### config.mk
export PLATFORM = sky130hd
export DESIGN_NAME = swc_ctrl
export DESIGN_NICKNAME = d
export VERILOG_FILES = /design/src/rtl/swc_pkg.sv /design/src/rtl/swc_ctrl.sv
export SDC_FILE = /design/constraint.sdc
export NUM_CORES = 1
export LEC_CHECK = 0
export BUFFER_PORTS_ARGS = -buffer_cell sky130_fd_sc_hd__buf_2
export CORE_AREA = 3 3 40 42
export DETAILED_ROUTE_END_ITERATION = 6
export DIE_AREA = 0 0 43 45
export SLEW_MARGIN = 20
export SYNTH_ARGS = -nofsm -noshare
export SYNTH_HDL_FRONTEND = slang
export SYNTH_SLANG_ARGS = --single-unit
### constraint.sdc
create_clock -name i_clk -period 2.7 [get_ports i_clk]
set_clock_uncertainty 0.2 [all_clocks]
set_input_delay 0.54 -clock i_clk [delete_from_list [all_inputs] [get_ports i_clk]]
set_output_delay 0.54 -clock i_clk [all_outputs]
set_load 0.02 [all_outputs]
### src/rtl/swc_pkg.sv
package swc_pkg;

    // table geometry
    localparam int ROWS        = 64;
    localparam int LOG2_COLS   = 8;
    localparam int WEIGHT_BITS = 16;

    localparam int COLS      = 1 << LOG2_COLS;
    localparam int DEPTH     = ROWS * COLS;
    localparam int ROW_BITS  = (ROWS > 1) ? $clog2(ROWS) : 1;
    localparam int ADDR_BITS = $clog2(DEPTH);

    // running sum and the wider accumulator it saturates from
    localparam int SUM_BITS = 22;
    localparam int ACC_BITS = ((WEIGHT_BITS > SUM_BITS) ? WEIGHT_BITS : SUM_BITS) + 1;

    localparam logic signed [SUM_BITS-1:0] SUM_MAX = {1'b0, {(SUM_BITS-1){1'b1}}};
    localparam logic signed [SUM_BITS-1:0] SUM_MIN = {1'b1, {(SUM_BITS-1){1'b0}}};

    localparam logic signed [WEIGHT_BITS-1:0] WEIGHT_MAX = {1'b0, {(WEIGHT_BITS-1){1'b1}}};
    localparam logic signed [WEIGHT_BITS-1:0] WEIGHT_MIN = {1'b1, {(WEIGHT_BITS-1){1'b0}}};

    // stream widths
    localparam int S_DATA_BITS = 104;
    localparam int M_DATA_BITS = 24;

    // item kinds
    localparam logic FUNC_PREDICT = 1'b0;
    localparam logic FUNC_UPDATE  = 1'b1;

    // controller to datapath
    typedef struct packed {
        logic clr;
        logic load;
        logic rd;
        logic apply;
    } t_cmd;

    // datapath to controller
    typedef struct packed {
        logic func;
        logic last;
        logic clr_done;
        logic out_busy;
    } t_stat;

endpackage

### src/rtl/swc_ctrl.sv
module swc_ctrl (
    input  logic          i_clk,
    input  logic          i_rst_n,
    input  logic          i_s_tvalid,
    output logic          o_s_tready,
    input  swc_pkg::t_stat i_stat,
    output swc_pkg::t_cmd  o_cmd
);

    typedef enum logic [1:0] {
        S_CLEAR,
        S_IDLE,
        S_READ,
        S_EXEC
    } t_state;

    t_state r_state;
    t_state n_state;
    logic   w_hold;

    // a predict item that closes a vector waits for room in the output register
    assign w_hold = (i_stat.func == swc_pkg::FUNC_PREDICT) && i_stat.last && i_stat.out_busy;

    always_comb begin
        n_state     = r_state;
        o_cmd       = '0;
        o_s_tready  = 1'b0;
        unique case (r_state)
            S_CLEAR: begin
                o_cmd.clr = 1'b1;
                if (i_stat.clr_done) begin
                    n_state = S_IDLE;
                end
            end
            S_IDLE: begin
                o_s_tready = 1'b1;
                if (i_s_tvalid) begin
                    o_cmd.load = 1'b1;
                    n_state    = S_READ;
                end
            end
            S_READ: begin
                o_cmd.rd = 1'b1;
                n_state  = S_EXEC;
            end
            S_EXEC: begin
                if (!w_hold) begin
                    o_cmd.apply = 1'b1;
                    n_state     = S_IDLE;
                end
            end
            default: begin
                n_state = S_CLEAR;
            end
        endcase
    end

    always_ff @(posedge i_clk) begin
        if (!i_rst_n) begin
            r_state <= S_CLEAR;
        end else begin
            r_state <= n_state;
        end
    end

endmodule

After elaboration in Yosys (flattened, before gate mapping). Index checks and enable logic that the tools add are counted.

Input port bits: 7. Output and inout bits: 5. Register bits: 2.

Multiplexer cells: 11. Equality and inequality tests: 6. Reductions and logical operators: 4. Bitwise logic cells: 1.

Operators with widths (count): $pmux 2 s4 (1); $mux 1 (7); $mux 2 (3); $ne 2x2->1 const B (3); $eq 2x2->1 const B (2); $reduce_and 3->1 (1); $eq 2x1->1 const B (1); $logic_and 1x1->1 (2); $logic_not 2->1 (1); $not 1->1 (1).

Logic depth before layout (Yosys ltp). Gate-level depths: netlist (run 1).

Depth after elaboration: 5. Mapped depth: 4. Depth with buffers taken out: 4.

Least setup slack after synthesis (run 1). No wires, ideal clock.

Kind: input port to output port. Start: input i_stat[3] in the netlist's numbering. End: output o_cmd[0] in the netlist's numbering. Setup slack: 0.970 ns. Arrival time: 0.990 ns. Cell stages on the path: 2. Path buffers: 0. Cells stage by stage: and3b_1 and2b_2.

RTL lines: start: declaration (line swc_ctrl.sv:6) `input swc_pkg::t_stat i_stat,`; end: declaration (line swc_ctrl.sv:7) `output swc_pkg::t_cmd o_cmd`.

==> results of run 1 <==
## critical path, cell delays in order
cell and delay [ps]:
buf_2 90, and3b_1 210, and2b_2 210, buf_2 150
## power groups by stage
| stage | registers (mW) | logic (mW) | clock network [mW] |
|---|---|---|---|
| 2_1_floorplan | 0.0604 | 0.140 | 0 |
| 3_3_place_gp | 0.0642 | 0.177 | 0 |
| 3_5_place_dp | 0.0658 | 0.179 | 0 |
| 4_1_cts | 0.0654 | 0.179 | 0.0718 |
| 5_1_grt | 0.0692 | 0.196 | 0.0711 |
| 6_report | 0.0650 | 0.175 | 0.0656 |
## worst paths after layout
path	from	to	slack [ps]	cells after the start
min reg2reg	r_state[1]$_SDFFE_PN0P_	r_state[1]$_SDFFE_PN0P_	310	2
min	r_state[1]$_SDFFE_PN0P_	r_state[1]$_SDFFE_PN0P_	310	2
max	i_stat[3]	o_cmd[0]	750	4
max reg2reg	r_state[0]$_SDFFE_PN0P_	r_state[0]$_SDFFE_PN0P_	970	4
## logic make-up (layout without fill, tap and decap cells)
family | Yosys count | count (layout) | share of synthesized area
AND/OR/NAND/NOR | 7 | 7 | 0.219
adder cells (fa/ha/maj) | 5 | 5 | 0.331
buffers and inverters | 4 | 18 | 0.0794
multiplexers | 2 | 2 | 0.106
flip-flops | 2 | 2 | 0.212
AO/OA/AOI/OAI | 1 | 1 | 0.0530
## synth_stat cells
master	n	share of area
ha_1	5	0.33
inv_1	4	0.079
nand2_1	3	0.060
dfxtp_1	2	0.21
mux2i_1	2	0.11
a222oi_1	1	0.053
and2_1	1	0.033
and2b_2	1	0.046
and3b_1	1	0.046
nand2b_1	1	0.033
## layout make-up
class	count	area (um2)
clock buffers	3	22.5
fillers	147	1000
inverters	4	15.0
multi-input cells	15	134
flip-flops and latches	2	40.0
well taps	15	18.8
repair buffers	11	55.1
## metal layers
layer	wire length, um	track usage	part of all wire
met3	55	0.0199	0.14
met4	0	0.0904	0
met2	167	0.0509	0.43
met1	167	0.0504	0.43
met5	0	0	0
## metrics by stage
| stage | hold slack [ps] | area (um2) | std cells | setup slack (ps) |
|---|---|---|---|---|
| detailed placement | 316 | 263 | 47 | 746 |
| global placement | 295 | 263 | 47 | 747 |
| floorplan | 268 | 189 | 21 | 970 |
| CTS | 320 | 285 | 50 | 746 |
| global route | 367 | 285 | 50 | 712 |
| finish | 312 | 285 | 50 | 754 |
==> impl_results.md, run 1 <==
* Vias in the first global route at 159
* Sequential fraction of the synthesis area at 0.212
* Hold Violations, Final at 0
* IO Count at 12
* Leading registers by flop count: r_state: 2 flops
* RSZ-0062 raised after global routing: false
* Crit. End Element: primary output
* Sw Pwr at 139 uW
* DRT antenna net count at 0
* FP Rows at 13
* Post-synth cell types at 10
* Commonest non-fill, non-tap cell in the layout: buf_2
* Leak pwr at 0.169 nW
* Biggest register: r_state
* Worst vdd ir at 0.359 mV
* Crit start category: primary input
* Critical path arrival at 1210 ps
* Max-slew headroom at 0.667
* Worst slew pin tran at 500 ps
* # setup viols final at 0
* Clock power frac at 0.214
* Clock sinks at 2
* Share of cells above drive strength 1 at 0.429
* Die width at 43 um
* Final core area utilization at 0.222
* Critical Path RT at 1960 ps
* Max FO, Critical Path at 2
* Post-route clock period utilization at 0.721
* Min-Delay Path Class: reg2reg
* Die outline area at 0.00194 mm2
* Die Y at 45 um
* Total CTS buffers at 3
* CTS resizes at 0
* Post-CTS Setup Inserts at 0
* Comb pwr share at 0.573
* Post-Syn Instances at 21
* CTS Hold Bufs at 0
* Tot Pwr at 306 uW
* Slew Limit Fails at 0
* DRC at 0
* MaxCap Viol Count at 0
* Number of flip-flops in the largest register at 2
* F_max at 514 MHz
* Routability cong. at 0.641
* Routed vias at 179
* IO Port Bufs at 11
* Flop pwr share at 0.212
* CTS tree: yes
* P_int at 167 uW
* Vias per inst at 3.58
* Initial antenna violation count at 0
* Post-Syn Area at 189 um2
* Ys Warns at 0
* Fin nets at 49
* Largest net degree at the start of global routing at 6
* Reg clk slew, reported paths at 30 ps
* WL/cell at 7.80 um
* Fin crit period at 1950 ps
* Status: completed
* H-tree depth at 1
* Tot GR Track Use at 0.0482
* Dpl hpwl at 328 um
* Gr ovfl total at 0
* Drt first-iter violations at 2
* Max Root-Sink Buffers at 2
* Mapped Nets at 33
* Initial Utilization at 0.147
* Most frequent cells in the layout: 11 x buf_2, 5 x ha_1, 4 x inv_1
* Syn_area_per_cell at 9.00 um2
* Pre-Repair DR Iteration Count at 4
* Final wirelength at 390 um
* Core Area at 0.00128 mm2
* Clk_lat worst skew at 220 ps
* Sw Ratio at 0.454
* Synth Register Bits at 2
* Antenna diode count at 0
* Critical path class: in2out
* Setup TNS at 0 ps
* Root Driver: clkbuf_4
* P&R area growth vs syn at 51.0%
* First-pass GRT wire length at 607 um
* PwrDens at 1070 mW/mm2
No activity file was read; power rests on OpenSTA's default activity.
==> inputs of run 2 (changes only) <==
- ABC_AREA: unset -> 1
- clock period: 2.7 -> 2.05 ns (I/O delays scaled with it)
==> impl_results.md, run 2 <==
* Status: completed
* Min-Delay Path Depth at 3
* Vias in the first global route at 158
* Clock power frac at 0.239
* Core Area at 0.00128 mm2
* P_int at 195 uW
* Fin nets at 58
* Slowest CP cell: dfxtp_1
* Critical path class: reg2out
* FP Rows at 13
* Slew Limit Fails at 0
* Antenna diode count at 0
* CTS tree: yes
* Commonest cells post-synth: 9 x inv_1, 6 x nand2_1, 5 x ha_1
* Syn_area_per_cell at 6.84 um2
* Routed vias at 211
* Crit path launch: r_state[0]$_SDFFE_PN0P_
* Initial antenna violation count at 0
* Post-Syn Instances at 30
* Die outline area at 0.00194 mm2
* Mapped Nets at 42
* Tot GR Track Use at 0.0466
* Ranking of synthesized cells by area: ha_1 30%, dfxtp_1 20%, inv_1 16%, nand2_1 11%, nand4_2 6.1%
* Critical Path RT at 1440 ps
* Max Root-Sink Buffers at 2
* Fin crit period at 1760 ps
* Critical path arrival at 1150 ps
* Dpl cells at 56
* Post-synth cell types at 9
* R2R Setup Slk at 670 ps
* H-tree depth at 1
* Crit start category: flip-flop
* Crit path largest cell delay at 390 ps
* Tot Pwr at 358 uW
* Reg clk slew, reported paths at 30 ps
* Max FO, Critical Path at 5
* Gr ovfl total at 0
* Setup TNS at 0 ps
* Finished Layout Cells at 59
* Drt first-iter violations at 1
* Final wirelength at 423 um
* Initial Utilization at 0.160
* Largest net degree at the start of global routing at 6
* MaxCap Viol Count at 0
* Flop pwr share at 0.205
* PwrDens at 1190 mW/mm2
* Synth Register Bits at 2
* Main synth FF type: dfxtp_1
* Clk_lat worst skew at 220 ps
* Biggest register: r_state
* P&R area growth vs syn at 47.0%
* Reg2reg start: r_state[1]$_SDFFE_PN0P_
* Routability cong. at 0.688
* Post-synth EDFFs at 0
* Root Driver: clkbuf_4
* Most frequent cells in the layout: 11 x buf_2, 9 x inv_1, 6 x nand2_1
* Most common cell in the netlist: inv_1
* Worst-case hold slack at 227 ps
* CTS Hold Bufs at 0
* IO Port Bufs at 11
* Sw Ratio at 0.456
* Pre-Repair DR Iteration Count at 2
* Share of cells above drive strength 1 at 0.341
* Worst slew pin tran at 165 ps
* Max-slew headroom at 0.890
* First-pass GRT wire length at 655 um
* Hold-critical path endpoint: r_state[0]$_SDFFE_PN0P_
* Leading area contributor after synthesis: ha_1
* Leak pwr at 0.196 nW
* CTS resizes at 0
* Commonest non-fill, non-tap cell in the layout: buf_2
* Post-route clock period utilization at 0.858
* Worst path cell trace: ha_1, inv_1, a31oi_1, buf_2
* Crit. End Element: primary output
* Total CTS buffers at 3
* Ys async rst share at 0
* Post-Syn Area at 205 um2
* IO Count at 12
* Ys Warns at 0
* Number of flip-flops in the largest register at 2
* Final core area utilization at 0.235
* Die Y at 45 um
* Worst vdd ir at 0.268 mV
* DRT antenna net count at 0
* FF-to-FF path depth at 8
* # setup viols final at 0
* Leading registers by flop count: r_state: 2 flops
* Top-area cell type share of the netlist area at 0.305
* RSZ-0062 raised after global routing: false
* Clock sinks at 2
* Worst reg2reg endpoint: r_state[1]$_SDFFE_PN0P_
* Vias per inst at 3.58
* F_max at 568 MHz
* Comb pwr share at 0.557
* Die width at 43 um
* Sw Pwr at 163 uW
* Sequential fraction of the synthesis area at 0.195
* Min-Delay Path Class: in2reg
* WL/cell at 7.17 um
* Post-CTS Setup Inserts at 0
* Hold Violations, Final at 0
* Dpl hpwl at 358 um
* Hold Crit Start: i_rst_n
* DRC at 0
run 2: power groups by stage:
stage	combinational [mW]	clock [mW]	sequential (mW)
floorplan	0.157	0	0.0701
global placement	0.203	0	0.0733
detailed placement	0.202	0	0.0746
CTS	0.203	0.0916	0.0737
global route	0.229	0.0937	0.0783
finish	0.199	0.0855	0.0732
run 2: area by class of cell:
cell class	count	area [um2]
fill	152	983
tap	15	18.8
sequential	2	40.0
multi-input combinational	19	131
timing repair buffer	11	55.1
clock buffer	3	22.5
inverter	9	33.8
run 2: critical path, delay by kind of cell, from the launching register on:
family	cells	cell delay, ps
adder cells (fa/ha/maj)	1	200
AO/OA/AOI/OAI	1	120
buffers and inverters	2	220
flip-flops	1	390
run 2: metal layers:
layer  part of all wire  up-vias  track usage
li1                   -      119            -
met1               0.46       82       0.0481
met2               0.40       10       0.0749
met3               0.13        0       0.0319
met4                  0        0       0.0181
met5                  0        -            0
run 2: worst max-delay path by stage:
stage | to | slack, ps
after global routing | o_cmd[2] | 180
after detailed placement | o_cmd[0] | 510
after floorplan | o_cmd[0] | 470
final | o_cmd[0] | 290
after global placement | o_cmd[2] | 530
after CTS | o_cmd[2] | 270
run 2: kinds of logic (layout without fill, tap and decap cells):
| family | Yosys count | count (layout) | synth area share |
|---|---|---|---|
| simple gates | 11 | 11 | 0.256 |
| buf+inv | 9 | 23 | 0.165 |
| compound gates | 3 | 3 | 0.0793 |
| fa+ha+maj | 5 | 5 | 0.305 |
| flops | 2 | 2 | 0.195 |
run 2: per-stage QoR:
| stage | setup WS [ps] | cell area (um2) |
|---|---|---|
| after floorplan | 468 | 205 |
| after global placement | 529 | 279 |
| after detailed placement | 512 | 279 |
| after CTS | 272 | 302 |
| after global routing | 185 | 302 |
| final | 290 | 302 |
